### src/sv/mhes_pkg.sv
package mhes_pkg;

    localparam int DEPTH         = 1024;
    localparam int DATA_W        = 32;
    localparam int ADDR_W        = $clog2(DEPTH);
    localparam int CNT_W         = $clog2(DEPTH + 1);
    // child index {pos, 1} plus one spare bit for the right child
    localparam int CMP_W         = ADDR_W + 2;
    localparam int STATUS_W      = 2;
    localparam int COUNT_FIELD_W = 11;

    localparam logic OP_APPEND  = 1'b0;
    localparam logic OP_EXTRACT = 1'b1;

    localparam logic [STATUS_W-1:0] ST_OK    = 2'd0;
    localparam logic [STATUS_W-1:0] ST_EMPTY = 2'd1;
    localparam logic [STATUS_W-1:0] ST_FULL  = 2'd2;

    typedef enum logic [2:0] {
        S_IDLE,
        S_FETCH,
        S_LOAD,
        S_READ,
        S_CMP
    } t_state;

    typedef struct packed {
        logic signed [DATA_W-1:0] max_value;
        logic [STATUS_W-1:0]      status;
        logic [COUNT_FIELD_W-1:0] count;
    } t_result;

endpackage

### src/sv/mhes_out_buf.sv
module mhes_out_buf (
    input  logic               i_clk,
    input  logic               i_rst_n,
    input  logic               i_res_valid,
    input  mhes_pkg::t_result  i_res,
    output logic               o_res_ready,
    output logic               o_out_valid,
    input  logic               i_out_stall,
    output mhes_pkg::t_result  o_out
);

    logic              r_hold_valid, n_hold_valid;
    mhes_pkg::t_result r_hold, n_hold;
    logic              r_out_valid, n_out_valid;
    mhes_pkg::t_result r_out, n_out;
    logic              move;

    // advance the held result whenever the output register is free or draining
    assign move = r_hold_valid && (!r_out_valid || !i_out_stall);

    always_comb begin
        n_hold_valid = r_hold_valid;
        n_hold       = r_hold;
        n_out_valid  = r_out_valid;
        n_out        = r_out;
        if (r_out_valid && !i_out_stall) begin
            n_out_valid = 1'b0;
        end
        if (move) begin
            n_out_valid  = 1'b1;
            n_out        = r_hold;
            n_hold_valid = 1'b0;
        end
        if (i_res_valid) begin
            n_hold_valid = 1'b1;
            n_hold       = i_res;
        end
    end

    always_ff @(posedge i_clk) begin
        if (!i_rst_n) begin
            r_hold_valid <= 1'b0;
            r_out_valid  <= 1'b0;
        end else begin
            r_hold_valid <= n_hold_valid;
            r_out_valid  <= n_out_valid;
        end
        r_hold <= n_hold;
        r_out  <= n_out;
    end

    assign o_res_ready = !r_hold_valid;
    assign o_out_valid = r_out_valid;
    assign o_out       = r_out;

endmodule

### config.mk
export PLATFORM = sky130hd
export DESIGN_NAME = mhes_out_buf
export DESIGN_NICKNAME = d
export VERILOG_FILES = /design/src/sv/mhes_pkg.sv /design/src/sv/mhes_out_buf.sv
export SDC_FILE = /design/constraint.sdc
export NUM_CORES = 1
export LEC_CHECK = 0
export BUFFER_PORTS_ARGS = -buffer_cell sky130_fd_sc_hd__buf_2
export CORE_MARGIN = 5
export CORE_UTILIZATION = 48
export DETAILED_ROUTE_END_ITERATION = 8
export PLACE_DENSITY = 0.79
export SYNTH_ARGS = -nofsm -noshare
export SYNTH_HDL_FRONTEND = slang
export SYNTH_SLANG_ARGS = --single-unit
export TNS_END_PERCENT = 10
### constraint.sdc
create_clock -name i_clk -period 3.87 [get_ports i_clk]
set_input_delay 0.774 -clock i_clk [delete_from_list [all_inputs] [get_ports i_clk]]
set_output_delay 0.774 -clock i_clk [all_outputs]
set_load 0.01 [all_outputs]
==> results of run 1 <==
[worst register-to-register path, stage by stage, from the launching register on]
cell and delay, ps:
dfxtp_1 360, inv_1 90, a21oi_4 640, buf_4 400
[stage by stage]
step                worst slack, ps  utilization, %  cell area (um2)  hold slack (ps)
global route                   1850            63.5             3540              433
finish                         1930            63.5             3540              422
global placement               1580            60.3             3360              400
CTS                            1930            63.5             3540              424
detailed placement             1560            60.3             3360              405
floorplan                       409               -             2780              400
[path summary, 6_finish.rpt]
kind,start,endpoint,slack [ps],cells past startpoint
worst max-delay path,i_out_stall,o_out[29],1930,3
worst min-delay path,r_hold[14],o_out[14],420,0
worst max register to register,r_hold_valid,o_out[29],2070,3
worst min register to register,r_hold[14],o_out[14],420,0
[power breakdown]
| group | total, mW | switching [mW] | internal (mW) |
|---|---|---|---|
| registers | 1.19 | 0.0171 | 1.17 |
| clock network | 0.578 | 0.286 | 0.292 |
| logic | 0.0835 | 0.0489 | 0.0346 |
[cells by family after synthesis]
logic type             synth area share (%)
buffers and inverters                 0.135
AND/OR/NAND/NOR                       0.451
flip-flops                             98.8
AO/OA/AOI/OAI                         0.586
[layout by cell type (no fill, tap or decap), drive strengths merged]
master,count
dfxtp,2
buf,96
edfxtp,90
a31oi,1
bufinv,1
clkinv,5
a21oi,2
inv,1
clkbuf,10
nor2b,2
[layout make-up]
class / count / area share [%]
well taps: 72 / 2.54
clock inverters: 6 / 1.55
repair buffers: 96 / 13.6
flip-flops and latches: 92 / 77.4
multi-input cells: 5 / 1.13
clock buffers: 10 / 3.60
inverters: 1 / 0.106
[flip-flops by register name, summed over array words and instances (netlist names)]
register,flops
o_out_valid,1
r_hold,45
r_hold_valid,1
o_out,45
[per-layer routing]
| metal | up-vias | wire (um) |
|---|---|---|
| li1 | 605 | - |
| met1 | 601 | 1600 |
| met2 | 65 | 2440 |
| met3 | 8 | 385 |
| met4 | 0 | 84 |
| met5 | - | 0 |
==> results.toml, run 1 <==
[timing]
setup_violations = 0
worstMarginPinSlew_ps = 976
hold_viol_final = 0
rsz0062_at_grt = "false"
layout_worst_path_cycle_share_pct = 50.0
maxSlewViolCount = 0
fmaxAchievable_mhz = 516
slew_headroom_pct = 35.0
fin_setup_tns_ps = 0
post-route-min-period_ps = 1940
finClkSkew_ps = 5.64

[grt]
grt_max_degree = 47
busiest_layer = "met2"
use_met3_pct = 3.17
grt.total_usage_pct = 12.9
use_met2_pct = 22.3
antenna_found_initial = 0
grt_pass1_vias = 1292
grt_overflow = 0
grt_pass1_wl_um = 6690
use_met1_pct = 13.6

[synthesis]
synth_ff_type = "edfxtp_1"
ys_seq_area_share_pct = 98.8
syn_area_um2 = 2780
synth_top_area_cell = "edfxtp_1"
yosys-top-cells-count = "edfxtp_1 (90), a21oi_1 (2), dfxtp_1 (2), nor2b_1 (2)"
avgSynthCellArea_um2 = 28.3
synth.most_common_cell = "edfxtp_1"
synth.area.top_cells = "edfxtp_1 (97%), dfxtp_1 (1.4%), nor2b_1 (0.45%)"
ys_seq_elements = 92
synth_warnings = 0
syn-num-nets = 147
yosys.cell_types.count = 6
synth_top_cell_area_share_pct = 97.4
async_reset_ff_share_pct = 0
synth_cells = 98
synth_edf_count = 90

[pwr]
p_per_area_nw_per_um2 = 522
peakVddDrop_mv = 0.248
p_leak_nw = 1.36
fin_total_pwr_mw = 1.85

[routing]
routed_wl_um = 4510
drtPass1Iterations = 4
vias = 1279
vias_per_cell = 4.54
drtIter0Drc = 49
remaining_drc_errors = 0
wl_per_cell_um = 16.0
drtAntennaViolNets = 0

[clock_network]
clk_pin_slew_ps = 80
cts_num_sinks = 92
clkLatencyLatePin_ps = 340
post-cts-setup-buffers = 0
h-tree-depth = 3
cts_resized = 0
tritoncts = "done"
cts_root_buf = "clkbuf_8"
cts_hold_buf = 0
cts_buffer_depth = 2
numCtsBuffers = 9

[floorplanning]
die_y_um = 86.0
pin_count = 96
fp-row-count = 27
core_um2 = 5570
die_area_um2 = 7400
initial_core_util_pct = 49.8
die_x_um = 86.0

[final_layout]
multi_input_area_um2 = 40.0
regArea_um2 = 2740
finalNonFillerCells = 282
fill_cells = 387
layout-drive-gt1-share_pct = 51.9
synthToLayoutAreaGrowth_pct = 27.6
nets = 254
antennaDiodeCount = 0

[critical_path]
crit_path_top_delay_cell = "a21oi_4"
path_cells = "buf_2 > a21oi_4 > buf_4"
crit_path_start_kind = "input pin"
endpoint_kind = "flop"
crit_family = "compound AO/OA/AOI/OAI gates"
cp_max_fo = 28
crit_buf_inv = 2
path_class = "in2reg"
cp.required_ps = 3900
critPathArrivalTime_ps = 1960
cp_slowest_stage_delay_ps = 660

[placed_design]
routabilityCongestion = 0.704
io_buffers = 95
dp.cells = 266

[flow_run]
drv_cap = 0

[worst_hold_path]
hp-class = "reg2reg"

[run_status]
status = "completed"
Power figures use the tool's default switching activity.
==> run 2, diff against run 1 <==
==> constraint.sdc (replaced) <==
create_clock -name i_clk -period 2 [get_ports i_clk]
set_input_delay 0.4 -clock i_clk [delete_from_list [all_inputs] [get_ports i_clk]]
set_output_delay 0.4 -clock i_clk [all_outputs]
set_load 0.01 [all_outputs]
==> results.toml, run 2 (synthesis gave the netlist of run 1 again) <==
[run_status]
status = "completed"

[timing]
setup_violations = 0
hold_viol_final = 0
layout_setup_ws_ps = 690
fmaxAchievable_mhz = 763
slew_headroom_pct = 74.6
worstMarginPinSlew_ps = 382
finClkSkew_ps = 7.22
maxSlewViolCount = 0
rsz0062_at_grt = "false"
layout_worst_path_cycle_share_pct = 65.5
fin_setup_tns_ps = 0
post-route-min-period_ps = 1310

[critical_path]
cp_slowest_stage_delay_ps = 410
path_class = "reg2out"
path_cells = "buf_2"
crit_family = "flip-flops"
cp_max_fo = 4
crit_path_start_kind = "flop"
crit_path_top_delay_cell = "dfxtp_1"
critPathArrivalTime_ps = 910
endpoint_kind = "output pin"
cp.required_ps = 1600
crit_buf_inv = 1

[floorplanning]
initial_core_util_pct = 49.8
die_y_um = 86.0
pin_count = 96
core_um2 = 5570
die_area_um2 = 7400
die_x_um = 86.0
fp-row-count = 27

[routing]
remaining_drc_errors = 0
vias_per_cell = 4.52
drtPass1Iterations = 4
wl_per_cell_um = 15.6
drtIter0Drc = 90
routed_wl_um = 4420
vias = 1279
drtAntennaViolNets = 0

[clock_network]
cts_num_sinks = 92
clkLatencyLatePin_ps = 330
tritoncts = "done"
h-tree-depth = 3
cts_resized = 0
cts_buffer_depth = 2
clk_pin_slew_ps = 80
cts_root_buf = "clkbuf_8"
cts_hold_buf = 0
numCtsBuffers = 9
post-cts-setup-buffers = 0

[pwr]
peakVddDrop_mv = 0.525
p_leak_nw = 1.38
p_per_area_nw_per_um2 = 1010
fin_total_pwr_mw = 3.61

[placed_design]
io_buffers = 95
routabilityCongestion = 0.731
place_ws_ps = 671

[final_layout]
layout-drive-gt1-share_pct = 53.1
antennaDiodeCount = 0
layout_common_cells = "buf_2 (95), edfxtp_1 (90), clkbuf_8 (9)"
synthToLayoutAreaGrowth_pct = 29.0
mostFrequentLayoutCell = "buf_2"
nets = 255
fill_cells = 367
finish.utilization_pct = 64.2

[worst_hold_path]
hp-class = "in2reg"

[flow_run]
drv_cap = 0

[grt]
grt_pass1_vias = 1325
grt_max_degree = 46
grt_overflow = 0
antenna_found_initial = 0
grt_pass1_wl_um = 6560
grt.total_usage_pct = 12.5
-- run 2: path summary, 6_finish.rpt --
kind,slack [ps],start,depth (start not counted),end
max,690,o_out_valid,1,o_out_valid
min,230,i_res[18],1,r_hold[18]
max reg2reg,860,r_hold_valid,3,o_out[17]
min reg2reg,420,r_hold[43],0,o_out[43]
-- run 2: power breakdown --
group	switching [mW]	leakage (nW)	internal, mW	total, mW
registers	0.0326	0.878	2.26	2.29
clock network	0.571	0.0984	0.571	1.14
logic	0.0965	0.405	0.0741	0.171
-- run 2: metal layers --
| layer | track usage, % | part of all wire [%] | vias to the layer above |
|---|---|---|---|
| li1 | - | - | 609 |
| met1 | 14.4 | 39 | 600 |
| met2 | 20.0 | 51 | 66 |
| met3 | 3.65 | 9.2 | 4 |
| met4 | 8.63 | 1.2 | 0 |
| met5 | 0 | 0 | - |
-- run 2: area by class of cell --
type                       instances  area, um2  area share, %
multi-input combinational          5       40.0           1.12
clock inverter                     7       65.1           1.82
clock buffer                       9        124           3.46
timing repair buffer              97        515           14.4
tap                               72       90.1           2.52
inverter                           1       3.75          0.105
sequential                        92       2740           76.6
-- run 2: metrics by stage --
| step | hold WS, ps | instance area [um2] | std cells |
|---|---|---|---|
| 3_3_place_gp | 401 | 3390 | 267 |
| 5_1_grt | 203 | 3580 | 283 |
| 3_5_place_dp | 405 | 3390 | 267 |
| 4_1_cts | 209 | 3580 | 283 |
| 6_report | 234 | 3580 | 283 |
| 2_1_floorplan | 400 | 2790 | 98 |
==> run 3, diff against run 2 <==
--- a/config.mk
+++ b/config.mk
@@ -5,11 +5,12 @@
 export SDC_FILE = /design/constraint.sdc
 export NUM_CORES = 1
 export LEC_CHECK = 0
+export ABC_AREA = 1
 export BUFFER_PORTS_ARGS = -buffer_cell sky130_fd_sc_hd__buf_2
 export CORE_MARGIN = 5
-export CORE_UTILIZATION = 48
+export CORE_UTILIZATION = 44
 export DETAILED_ROUTE_END_ITERATION = 8
-export PLACE_DENSITY = 0.79
+export PLACE_DENSITY = 0.76
 export SYNTH_ARGS = -nofsm -noshare
 export SYNTH_HDL_FRONTEND = slang
 export SYNTH_SLANG_ARGS = --single-unit
==> constraint.sdc (replaced) <==
create_clock -name i_clk -period 1.1 [get_ports i_clk]
set_input_delay 0.22 -clock i_clk [delete_from_list [all_inputs] [get_ports i_clk]]
set_output_delay 0.22 -clock i_clk [all_outputs]
set_load 0.01 [all_outputs]
==> results.toml, run 3 <==
[critical_path]
cp_slowest_stage_delay_ps = 350
critPathArrivalTime_ps = 1140
path_class = "reg2reg"
crit_path_top_delay_cell = "dfxtp_2"
path_cells = "inv_2 > a21oi_4 > buf_12"
endpoint_kind = "flop"
cp_max_fo = 26
cp.required_ps = 1140
crit_path_start_kind = "flop"

[floorplanning]
die_y_um = 89.5
fp-row-count = 29
core_um2 = 6240
die_area_um2 = 8010
initial_core_util_pct = 44.6
pin_count = 96
die_x_um = 89.5

[pwr]
fin_total_pwr_mw = 6.37
p_leak_nw = 1.38
power_frac_seq_pct = 65.4
swShare_pct = 19.3
peakVddDrop_mv = 1.18
pwr-share-clk_pct = 29.5
p_switching_mw = 1.23
p_per_area_nw_per_um2 = 1770
combPwrFrac_pct = 5.1
p_int_mw = 5.14

[final_layout]
mostFrequentLayoutCell = "buf_2"
fin_area_um2 = 3600
antennaDiodeCount = 0
multi_input_area_um2 = 38.8
synthToLayoutAreaGrowth_pct = 29.5
regArea_um2 = 2750
nets = 258
finish.utilization_pct = 57.7
layout_common_cells = "buf_2 (94), edfxtp_1 (90), clkbuf_8 (10)"
layout-drive-gt1-share_pct = 53.7
finalNonFillerCells = 291
fill_cells = 498

[synthesis]
ys_seq_area_share_pct = 98.6
ys_seq_elements = 92
avgSynthCellArea_um2 = 27.8
synth_edf_count = 90
syn-num-nets = 149
async_reset_ff_share_pct = 0
synth_cells = 100
synth_ff_type = "edfxtp_1"
yosys.cell_types.count = 7
synth.most_common_cell = "edfxtp_1"
synth_top_area_cell = "edfxtp_1"
synth_top_cell_area_share_pct = 97.2
yosys-top-cells-count = "edfxtp_1 (90), inv_1 (3), a21oi_1 (2), dfxtp_1 (2)"
synth.area.top_cells = "edfxtp_1 (97%), dfxtp_1 (1.4%), inv_1 (0.40%)"
syn_area_um2 = 2780
synth_warnings = 0

[placed_design]
placed_cell_area_um2 = 3430
io_buffers = 95
hpwl_um = 3060
routabilityCongestion = 0.669
dp.cells = 275

[timing]
setup_violations = 6
post-route-min-period_ps = 1100
finClkSkew_ps = 9.59
layout_worst_path_cycle_share_pct = 100
hold_viol_final = 0
worstMarginPinSlew_ps = 233
layout_setup_ws_ps = -1.15
rsz0062_at_grt = "true"
fmaxAchievable_mhz = 908
slew_headroom_pct = 84.5
maxSlewViolCount = 0
fin_setup_tns_ps = -5.22

[clock_network]
tritoncts = "done"
cts_num_sinks = 92
h-tree-depth = 3
cts_buffer_depth = 2
cts_root_buf = "clkbuf_8"
numCtsBuffers = 9
clkLatencyLatePin_ps = 340
clk_pin_slew_ps = 80

[grt]
antenna_found_initial = 2
grt_pass1_vias = 1284
grt_overflow = 0
grt_pass1_wl_um = 6040
grt_max_degree = 47
grt.total_usage_pct = 11.0

[routing]
drtPass1Iterations = 4
drtIter0Drc = 21
routed_wl_um = 4230
vias = 1262
remaining_drc_errors = 0
wl_per_cell_um = 14.5
vias_per_cell = 4.34
drtAntennaViolNets = 0

[flow_run]
drv_cap = 0

[worst_hold_path]
hp-class = "in2reg"

[run_status]
violations = "setup timing"
status = "finished, violations left"
==> run 3: power groups by stage <==
stage          combinational, mW  clock (mW)  sequential (mW)
2_1_floorplan             0.0380           0             4.29
3_3_place_gp               0.324           0             4.24
3_5_place_dp               0.331           0             4.25
4_1_cts                    0.334        1.94             4.17
5_1_grt                    0.355        2.09             4.19
6_report                   0.326        1.88             4.17
==> run 3: cells by family (layout without fill, tap and decap cells) <==
group                  after synthesis  after routing  share of synthesized area, %
buffers and inverters                3            117                         0.405
and+or+nand+nor                      2              2                         0.315
DFF                                 92             92                          98.6
AOI/OAI and AO/OA                    3              3                         0.675
==> run 3: path summary, 6_finish.rpt <==
kind	depth (start not counted)	slack, ps	end	start
setup / recovery	3	-1	o_out[23]	r_hold_valid
hold / removal	1	50	r_hold[43]	i_res[43]
setup reg to reg	3	-1	o_out[23]	r_hold_valid
hold reg to reg	0	420	o_out[41]	r_hold[41]
==> run 3: stage by stage <==
| step | hold slack, ps | setup slack (ps) |
|---|---|---|
| floorplan | 319 | -448 |
| global placement | 397 | 45.0 |
| detailed placement | 398 | 2.52 |
| CTS | 28.6 | -28.6 |
| global route | 23.1 | -47.5 |
| finish | 50.6 | -1.15 |
==> run 3: layout make-up <==
class                           count  share of cell area [%]
Clock buffer                       14                    4.24
Multi-Input combinational cell      5                    1.08
Sequential cell                    92                    76.3
Inverter                            3                   0.313
Tap cell                           77                    2.68
Timing Repair Buffer               98                    15.0
Clock inverter                      2                   0.347
==> run 3: layer usage <==
metal,global-route usage [%],wire (um)
met1,11.7,1420
met5,0,14
met2,16.2,2200
met3,6.45,544
met4,7.71,51
==> run 3: worst max-delay path, delay by kind of cell, from the launching register on <==
kind / cells / cell delay (ps)
flip-flops: 1 / 350
buffers and inverters: 2 / 270
AO/OA/AOI/OAI: 1 / 180
==> run 3: what timing repair did <==
item,in CTS,in global routing
hold buffers,0,0
setup buffers,0,0
resized for setup,2,0
hold endpoints to repair,0,0
endpoints found under the setup margin,33,83
