`config.mk`:
```
export PLATFORM = sky130hd
export DESIGN_NAME = mhes_ctrl
export DESIGN_NICKNAME = d
export VERILOG_FILES = /design/src/sv/mhes_pkg.sv /design/src/sv/mhes_ctrl.sv
export SDC_FILE = /design/constraint.sdc
export NUM_CORES = 1
export LEC_CHECK = 0
export CORE_MARGIN = 2
export CORE_UTILIZATION = 46
export DETAILED_ROUTE_END_ITERATION = 8
export DONT_BUFFER_PORTS = 1
export PLACE_DENSITY = 0.66
export SETUP_SLACK_MARGIN = 0.1
export SLEW_MARGIN = 20
export SYNTH_ARGS = -nofsm -noshare
export SYNTH_HDL_FRONTEND = slang
export SYNTH_SLANG_ARGS = --single-unit
```
`constraint.sdc`:
```
create_clock -name i_clk -period 22.3 [get_ports i_clk]
set_clock_uncertainty 0.2 [all_clocks]
set_input_delay 6.69 -clock i_clk [delete_from_list [all_inputs] [get_ports i_clk]]
set_output_delay 6.69 -clock i_clk [all_outputs]
set_load 0.02 [all_outputs]
```
`src/sv/mhes_pkg.sv`:
```
package mhes_pkg;

    localparam int DEPTH         = 1024;
    localparam int DATA_W        = 32;
    localparam int ADDR_W        = $clog2(DEPTH);
    localparam int CNT_W         = $clog2(DEPTH + 1);
    // child index {pos, 1} plus one spare bit for the right child
    localparam int CMP_W         = ADDR_W + 2;
    localparam int STATUS_W      = 2;
    localparam int COUNT_FIELD_W = 11;

    localparam logic OP_APPEND  = 1'b0;
    localparam logic OP_EXTRACT = 1'b1;

    localparam logic [STATUS_W-1:0] ST_OK    = 2'd0;
    localparam logic [STATUS_W-1:0] ST_EMPTY = 2'd1;
    localparam logic [STATUS_W-1:0] ST_FULL  = 2'd2;

    typedef enum logic [2:0] {
        S_IDLE,
        S_FETCH,
        S_LOAD,
        S_READ,
        S_CMP
    } t_state;

    typedef struct packed {
        logic signed [DATA_W-1:0] max_value;
        logic [STATUS_W-1:0]      status;
        logic [COUNT_FIELD_W-1:0] count;
    } t_result;

endpackage

```
`src/sv/mhes_ctrl.sv`:
```
module mhes_ctrl (
    input  logic                               i_clk,
    input  logic                               i_rst_n,
    input  logic                               i_in_valid,
    output logic                               o_in_stall,
    input  logic                               i_opcode,
    input  logic signed [mhes_pkg::DATA_W-1:0] i_value,
    output logic                               o_res_valid,
    output mhes_pkg::t_result                  o_res,
    input  logic                               i_res_ready,
    output logic                               o_wr_en,
    output logic [mhes_pkg::ADDR_W-1:0]        o_wr_addr,
    output logic [mhes_pkg::DATA_W-1:0]        o_wr_data,
    output logic [mhes_pkg::ADDR_W-1:0]        o_rd_addr_a,
    input  logic [mhes_pkg::DATA_W-1:0]        i_rd_data_a,
    output logic [mhes_pkg::ADDR_W-1:0]        o_rd_addr_b,
    input  logic [mhes_pkg::DATA_W-1:0]        i_rd_data_b
);

    mhes_pkg::t_state                   r_state, n_state;
    logic [mhes_pkg::CNT_W-1:0]         r_count, n_count;
    logic [mhes_pkg::ADDR_W-1:0]        r_pos, n_pos;
    logic signed [mhes_pkg::DATA_W-1:0] r_elem, n_elem;
    logic signed [mhes_pkg::DATA_W-1:0] r_max, n_max;

    logic                               accept;
    logic                               full;
    logic [mhes_pkg::CMP_W-1:0]         left_idx, right_idx, cnt_ext;
    logic                               left_in, right_in;
    logic signed [mhes_pkg::DATA_W-1:0] left_val, right_val, cur_val;
    logic                               left_gt, right_gt;

    assign accept   = i_in_valid && !o_in_stall;
    assign full     = (r_count == mhes_pkg::CNT_W'(mhes_pkg::DEPTH));

    // children of the hole; they lie below the count or are ignored
    assign left_idx  = mhes_pkg::CMP_W'({r_pos, 1'b1});
    assign right_idx = left_idx + mhes_pkg::CMP_W'(1);
    assign cnt_ext   = mhes_pkg::CMP_W'(r_count);
    assign left_in   = left_idx < cnt_ext;
    assign right_in  = right_idx < cnt_ext;

    assign left_val  = i_rd_data_a;
    assign right_val = i_rd_data_b;
    assign left_gt   = left_val > r_elem;
    assign cur_val   = left_gt ? left_val : r_elem;
    assign right_gt  = right_in && (right_val > cur_val);

    assign o_in_stall = (r_state != mhes_pkg::S_IDLE) || !i_res_ready;

    // next state
    always_comb begin
        n_state = r_state;
        case (r_state)
            mhes_pkg::S_IDLE: begin
                if (accept && i_opcode == mhes_pkg::OP_EXTRACT && r_count != '0) begin
                    n_state = mhes_pkg::S_FETCH;
                end
            end
            mhes_pkg::S_FETCH: n_state = mhes_pkg::S_LOAD;
            mhes_pkg::S_LOAD: begin
                n_state = (r_count == '0) ? mhes_pkg::S_IDLE : mhes_pkg::S_READ;
            end
            mhes_pkg::S_READ: begin
                n_state = left_in ? mhes_pkg::S_CMP : mhes_pkg::S_IDLE;
            end
            mhes_pkg::S_CMP: begin
                n_state = (left_gt || right_gt) ? mhes_pkg::S_READ : mhes_pkg::S_IDLE;
            end
            default: n_state = mhes_pkg::S_IDLE;
        endcase
    end

    // memory control, result and datapath updates
    always_comb begin
        n_count     = r_count;
        n_pos       = r_pos;
        n_elem      = r_elem;
        n_max       = r_max;
        o_wr_en     = 1'b0;
        o_wr_addr   = r_pos;
        o_wr_data   = r_elem;
        o_rd_addr_a = left_idx[mhes_pkg::ADDR_W-1:0];
        o_rd_addr_b = right_idx[mhes_pkg::ADDR_W-1:0];
        o_res_valid = 1'b0;
        o_res.max_value = '0;
        o_res.status    = mhes_pkg::ST_OK;
        o_res.count     = mhes_pkg::COUNT_FIELD_W'(r_count);
        case (r_state)
            mhes_pkg::S_IDLE: begin
                if (accept) begin
                    if (i_opcode == mhes_pkg::OP_APPEND) begin
                        o_res_valid = 1'b1;
                        if (full) begin
                            o_res.status = mhes_pkg::ST_FULL;
                        end else begin
                            o_wr_en     = 1'b1;
                            o_wr_addr   = r_count[mhes_pkg::ADDR_W-1:0];
                            o_wr_data   = i_value;
                            n_count     = r_count + mhes_pkg::CNT_W'(1);
                            o_res.count = mhes_pkg::COUNT_FIELD_W'(n_count);
                        end
                    end else if (r_count == '0) begin
                        o_res_valid  = 1'b1;
                        o_res.status = mhes_pkg::ST_EMPTY;
                    end else begin
                        n_count = r_count - mhes_pkg::CNT_W'(1);
                    end
                end
            end
            mhes_pkg::S_FETCH: begin
                // root on port a, last element on port b
                o_rd_addr_a = '0;
                o_rd_addr_b = r_count[mhes_pkg::ADDR_W-1:0];
            end
            mhes_pkg::S_LOAD: begin
                n_max  = i_rd_data_a;
                n_elem = i_rd_data_b;
                n_pos  = '0;
                if (r_count == '0) begin
                    o_res_valid     = 1'b1;
                    o_res.max_value = i_rd_data_a;
                end
            end
            mhes_pkg::S_READ: begin
                if (!left_in) begin
                    o_wr_en         = 1'b1;
                    o_res_valid     = 1'b1;
                    o_res.max_value = r_max;
                end
            end
            mhes_pkg::S_CMP: begin
                o_wr_en = 1'b1;
                if (right_gt) begin
                    o_wr_data = right_val;
                    n_pos     = right_idx[mhes_pkg::ADDR_W-1:0];
                end else if (left_gt) begin
                    o_wr_data = left_val;
                    n_pos     = left_idx[mhes_pkg::ADDR_W-1:0];
                end else begin
                    o_res_valid     = 1'b1;
                    o_res.max_value = r_max;
                end
            end
            default: begin
            end
        endcase
    end

    always_ff @(posedge i_clk) begin
        if (!i_rst_n) begin
            r_state <= mhes_pkg::S_IDLE;
            r_count <= '0;
        end else begin
            r_state <= n_state;
            r_count <= n_count;
        end
        r_pos  <= n_pos;
        r_elem <= n_elem;
        r_max  <= n_max;
    end

    a_wr_state: assert property (@(posedge i_clk) disable iff (!i_rst_n)
        o_wr_en |-> (r_state == mhes_pkg::S_IDLE || r_state == mhes_pkg::S_READ
                     || r_state == mhes_pkg::S_CMP))
        else $error("memory write outside idle or sift states");

    a_res_room: assert property (@(posedge i_clk) disable iff (!i_rst_n)
        o_res_valid |-> i_res_ready)
        else $error("result produced while result buffer full");

    a_count_range: assert property (@(posedge i_clk) disable iff (!i_rst_n)
        r_count <= mhes_pkg::CNT_W'(mhes_pkg::DEPTH))
        else $error("element count beyond depth");

    a_hole_inside: assert property (@(posedge i_clk) disable iff (!i_rst_n)
        (r_state == mhes_pkg::S_CMP) |-> (mhes_pkg::CMP_W'(r_pos) < cnt_ext))
        else $error("sift hole outside the heap");

    a_append_count: assert property (@(posedge i_clk) disable iff (!i_rst_n)
        (accept && i_opcode == mhes_pkg::OP_APPEND && !full)
        |=> (r_count == $past(r_count) + mhes_pkg::CNT_W'(1)))
        else $error("append did not grow the count");

endmodule

```
==> results.cfg, run 1 <==
[outcome]
status = finished clean

[yosys]
syn_avg_cell_area_um2 = 8.918
syn-num-nets = 1044
synthCells = 856
yosys-top-cells-area = edfxtp_1 29%, ha_1 14%, a21oi_1 4.3%
synth_flop_cell = edfxtp_1
synth.ff_latch_count = 88
synth_edf_count = 74
netlist.area_leader.share = 0.2911
synth_area_leader_cell = edfxtp_1
syn_area_mm2 = 0.007634
yosysWarnings = 0
async_flop_share = 0
synth_cell_type_count = 64
yosysSeqAreaShare = 0.3278

[floorplanning]
die_w_um = 132.8
die_h_um = 132.8
io_pins = 211
rows = 47
die_area_mm2 = 0.01764
core_mm2 = 0.01641
start_util = 0.4653

[detailed_routing]
wl_um = 23530
vias = 6696
first_pass_iters = 5
via_per_inst = 6.353
drtIter0Drc = 591
ant_nets = 0
avgRoutedWirePerCell_um = 22.33
drc_errors = 0

[cells_and_area]
drive_gt1_frac = 0.06475
nets = 1018
final_cell_mix = 87 x ha_1, 83 x nand2_1, 74 x edfxtp_1
final_cell_area_mm2 = 0.008092
syn_to_final_growth_pct = 5.999
num_antenna_cells = 0
final_common_cell = ha_1

[worst_setup_path]
path_max_fanout = 34
worstSetupEndpointType = output pin
startpoint_type = input port
worstReg2RegEnd = r_pos[6]
worstReg2RegStart = r_elem[17]
regToRegSetupSlack_ns = 15.87
cp.required_ns = 15.41
critPathKind = in -> out
cp_data_arrival_time_ns = 12.59
rr_worst_depth = 18

[clock_tree]
cts_tree = done
cts_setup_buffers = 0
clkTransAtPathRegs_ns = 0.06
numCtsBuffers = 9
cts_hold_buf = 0
clkLatencyLatePin_ns = 0.35
clock_path_buffers = 2
htree_num_levels = 3
clockRootBuffer = clkbuf_16
post_cts_resized = 0
cts_sinks = 88

[timing]
relSlewSlack = 0.3829
finalSetupTns_ns = 0
rsz0062_at_grt = no
fmax_mhz = 51.35
drv_slew = 0
hold_viol = 0
final_min_period_over_clock_period = 0.8733
setup_slack_ns = 2.825
fin_crit_ns = 19.48
setup_viol = 0
tightest_slew_ns = 0.9257

[power]
leakage_nw = 3.363
power.switching_w = 0.0001334
seq_power_share = 0.424
p_clk_frac = 0.346
swShare = 0.3075
peakVddDrop_mv = 0.03591
pwr-share-comb = 0.230
p_per_area_mw_per_mm2 = 53.61
intPower_w = 0.0003004

[global_routing]
grt_first_pass_wirelength_um = 36860
antenna_found_initial = 0
grt_util_all_layers = 0.2665
overflow = 0
grt_pass1_vias = 6493
grt_max_degree = 67

[placed_design]
place_ws_ns = 2.783
port_buffers = 0
place_area_mm2 = 0.007812
hpwlAfterDp_um = 17210
gp_congestion = 0.8908

[job]
drv_cap = 0

[worst_hold_path]
worstHoldStart = r_state[0]
min_path_type = reg -> reg
hold_depth = 1
holdPathEnd = r_state[0]
## cell type report
class	instances	area, um2
Inverter	62	232.7
Fill cell	1560	8315
Clock inverter	4	46.29
Sequential cell	88	2502
Clock buffer	11	232.7
Multi-Input combinational cell	655	4697
Tap cell	220	275.3
Timing Repair Buffer	14	105.1
## layer usage
metal  global-route usage  part of all wire  up-vias
li1                     -                 -     3158
met1               0.3466              0.42     3198
met2               0.4301              0.46      303
met3              0.06628             0.084       37
met4              0.09857             0.027        0
met5                    0                 0        -
## cells in the mapped netlist, types with 20 or more instances
library cell / count
ha_1: 87
nand2_1: 83
edfxtp_1: 74
a21oi_1: 66
inv_1: 62
nor2_1: 59
clkbuf_1: 34
mux2i_1: 33
a22o_1: 32
o21ai_0: 31
o22ai_1: 21
nand3_1: 20
## worst max path at each step
stage / to / from / cells after the start
floorplan: o_wr_data[10] / i_rd_data_a[17] / 21
CTS: o_wr_data[7] / i_rd_data_a[17] / 17
finish: o_wr_data[7] / i_rd_data_a[17] / 17
global route: o_wr_data[1] / i_rd_data_a[21] / 17
detailed placement: o_wr_data[7] / i_rd_data_a[17] / 17
global placement: o_wr_data[4] / i_rd_data_a[17] / 17
## power by group through the flow
| stage | sequential, W | clock (W) | combinational [W] |
|---|---|---|---|
| after floorplan | 0.000186 | 0 | 0.0000808 |
| after global placement | 0.000188 | 0 | 0.0000979 |
| after detailed placement | 0.000188 | 0 | 0.0000989 |
| after CTS | 0.000184 | 0.000153 | 0.0000993 |
| after global routing | 0.000184 | 0.000159 | 0.000111 |
| final | 0.000184 | 0.000150 | 0.0000996 |
## per-stage QoR
| stage | total power, W | hold slack, ns | util | cells |
|---|---|---|---|---|
| after floorplan | 0.0002667 | 0.2637 | - | 856 |
| after global placement | 0.0002855 | 0.3193 | 0.4762 | 1039 |
| after detailed placement | 0.0002865 | 0.3155 | 0.4762 | 1039 |
| after CTS | 0.0004363 | 0.3338 | 0.4932 | 1054 |
| after global routing | 0.0004544 | 0.3622 | 0.4932 | 1054 |
| final | 0.0004337 | 0.3287 | 0.4932 | 1054 |
## worst max-delay path, cell delays in order
cell	delay (ns)
ha_1	0.30
a21o_1	0.18
a21o_1	0.16
a2111oi_0	0.61
nor4_1	0.17
a211oi_4	0.25
buf_4	0.41
mux2i_1	0.19
ha_1	0.34
and4_1	0.24
or4b_1	0.51
a2111oi_0	0.62
o311ai_1	0.30
nand2_2	0.16
buf_4	0.37
nand2_1	0.51
o221a_2	0.52
## flip-flops by register name, indices dropped and copies added (netlist names)
signal and count:
r_state 3, r_pos 10, r_elem 32, r_max 32
r_count 11
## kinds of logic (layout without fill, tap and decap cells)
kind of cell               after synthesis  count (layout)  share of synthesized area
DFF                                     88              88                     0.3278
muxes                                   34              34                    0.04475
xor gates and xnor gates                23              23                    0.02639
AOI/OAI and AO/OA                      254             254                     0.2350
and+or+nand+nor                        257             257                     0.1626
buffers and inverters                  113              91                    0.06081
adders and majority gates               87              87                     0.1426
Note: power is estimated with default switching activity, not from simulation.
==> run 2, diff against run 1 <==
Settings changed: RECOVER_POWER set to 100.
==> run 2 against run 1 <==
  * The flow now finishes with violations (max-capacitance violations, max-slew violations)
  * Final cell count did not move
  * Clock-buffer cell count unchanged
  * Combinational power fell by 0.8%
  * Core utilization is 0.28 points lower
  * Critical path depth did not move
  * Final area decreased by 0.57%
  * First-iteration DRC count is the same
  * Die area unchanged
  * Critical path type unchanged
==> results.cfg, run 2 (synthesis gave the netlist of run 1 again) <==
[outcome]
status = finished, violations left
violations = max-capacitance violations, max-slew violations

[worst_setup_path]
crit_buf_inv = 2
startpoint_type = input port
critPathKind = in -> out
crit_family = compound AO/OA/AOI/OAI gates
crit_chain = ha_1, a21o_1, a21o_1, a2111oi_0, nor4_1, a211oi_4, clkbuf_1, mux2i_1, ha_1, and4_1, or4b_1, a2111oi_0, o311ai_1, nand2_1, buf_4, nand2_1, o221a_2
worstSetupEndpointType = output pin
cp.required_ns = 15.41
crit_slowest_cell = clkbuf_1
worstReg2RegStart = r_elem[17]
cp_data_arrival_time_ns = 13.65
regToRegSetupSlack_ns = 14.75
slowest_delay_ns = 1.28
crit_cells = 17
path_max_fanout = 34
rr_worst_depth = 18
worstReg2RegEnd = r_pos[6]

[placed_design]
port_buffers = 0
hpwlAfterDp_um = 17210
gp_congestion = 0.8908

[power]
peakVddDrop_mv = 0.03597
p_per_area_mw_per_mm2 = 53.84
leakage_nw = 3.316
power.total_w = 0.0004332

[detailed_routing]
vias = 6701
ant_nets = 0
first_pass_iters = 5
drc_errors = 0
drtIter0Drc = 591
avgRoutedWirePerCell_um = 22.39
via_per_inst = 6.358
wl_um = 23600

[clock_tree]
numCtsBuffers = 9
clkLatencyLatePin_ns = 0.35
clkTransAtPathRegs_ns = 0.06
clock_path_buffers = 2
cts_setup_buffers = 0
cts_tree = done
clockRootBuffer = clkbuf_16
htree_num_levels = 3
cts_sinks = 88
cts_hold_buf = 0
post_cts_resized = 0

[global_routing]
met2_usage = 0.4301
grt_max_degree = 67
grt.busiest_layer = met2
grt_util_all_layers = 0.2665
antenna_found_initial = 0
met1_usage = 0.3466
grt_pass1_vias = 6493
grt_util_met3 = 0.06628
grt_first_pass_wirelength_um = 36860
overflow = 0

[cells_and_area]
num_antenna_cells = 0
reg_top3 = r_elem: 32 flops, r_max: 32 flops, r_count: 11 flops
syn_to_final_growth_pct = 5.393
final_common_cell = ha_1
drive_gt1_frac = 0.04317
nets = 1018
final_cell_mix = 87 x ha_1, 84 x nand2_1, 74 x edfxtp_1
num-fill-cells = 1566

[timing]
hold_viol = 0
rsz0062_at_grt = no
drv_slew = 89
tightest_slew_ns = 3.954
relSlewSlack = -1.636
finalSetupTns_ns = 0
final_min_period_over_clock_period = 0.9210
setup_viol = 0
fmax_mhz = 48.69
fin_crit_ns = 20.54

[floorplanning]
start_util = 0.4653
io_pins = 211
rows = 47
core_mm2 = 0.01641
die_h_um = 132.8
die_area_mm2 = 0.01764
die_w_um = 132.8

[job]
drv_cap = 2

[worst_hold_path]
min_path_type = reg -> reg
holdPathEnd = r_state[0]
hold_depth = 1
worstHoldStart = r_state[0]
-- run 2: cell types whose count changed in the layout (fill, tap and decap cells not counted), moves of 2 or more --
cell | previous run | this run
o221a_2 | 12 | 6
nor3b_1 | 2 | 4
and2_1 | 14 | 5
o221a_1 | 0 | 6
buf_4 | 14 | 8
and2_0 | 0 | 9
clkbuf_1 | 2 | 8
nor3b_2 | 2 | 0
-- run 2: worst max path at each step --
stage                     from             to  slack (ns)
2_1_floorplan  i_rd_data_a[17]  o_wr_data[10]        3.74
3_3_place_gp   i_rd_data_a[17]   o_wr_data[4]        3.00
3_5_place_dp   i_rd_data_a[17]   o_wr_data[7]        2.78
4_1_cts        i_rd_data_a[17]   o_wr_data[7]        2.77
5_1_grt        i_rd_data_a[21]   o_wr_data[1]        1.18
6_report       i_rd_data_a[17]   o_wr_data[7]        1.76
-- run 2: cell type report --
class / instances / area [um2] / share of cell area
clock buffers: 11 / 232.7 / 0.02893
clock inverters: 4 / 46.29 / 0.005754
inverters: 62 / 232.7 / 0.02893
multi-input cells: 655 / 4673 / 0.5809
flip-flops and latches: 88 / 2502 / 0.3110
well taps: 220 / 275.3 / 0.03421
repair buffers: 14 / 82.58 / 0.01026
-- run 2: report_power, final --
group          internal, W  leakage (nW)  switching (W)
logic            0.0000335          2.39      0.0000653
clock network    0.0000858         0.133      0.0000644
registers         0.000181         0.795     0.00000364
total             0.000300          3.32       0.000133
-- run 2: per-stage QoR --
| step | cells | util | hold slack (ns) | instance area (um2) | setup slack (ns) |
|---|---|---|---|---|---|
| 6_report | 1054 | 0.4904 | 0.3151 | 8045 | 1.762 |
| 3_5_place_dp | 1039 | 0.4762 | 0.3155 | 7812 | 2.783 |
| 2_1_floorplan | 856 | - | 0.2637 | 7634 | 3.740 |
| 3_3_place_gp | 1039 | 0.4762 | 0.3193 | 7812 | 2.996 |
| 5_1_grt | 1054 | 0.4904 | 0.3489 | 8045 | 1.184 |
| 4_1_cts | 1054 | 0.4932 | 0.3338 | 8092 | 2.774 |
-- run 2: routing by layer --
metal,wire [um],vias up,part of all wire
li1,-,3161,-
met2,10930,296,0.46
met3,1985,38,0.084
met1,10060,3206,0.43
met4,621,0,0.026
met5,0,-,0
-- run 2: worst register-to-register path: cells and delay by family, from the launching register on --
family | cells | cell delay, ns
mux | 1 | 0.33
flops | 1 | 0.39
fa+ha+maj | 2 | 0.67
buf+inv | 3 | 1.75
simple gates | 5 | 1.60
compound gates | 7 | 2.25
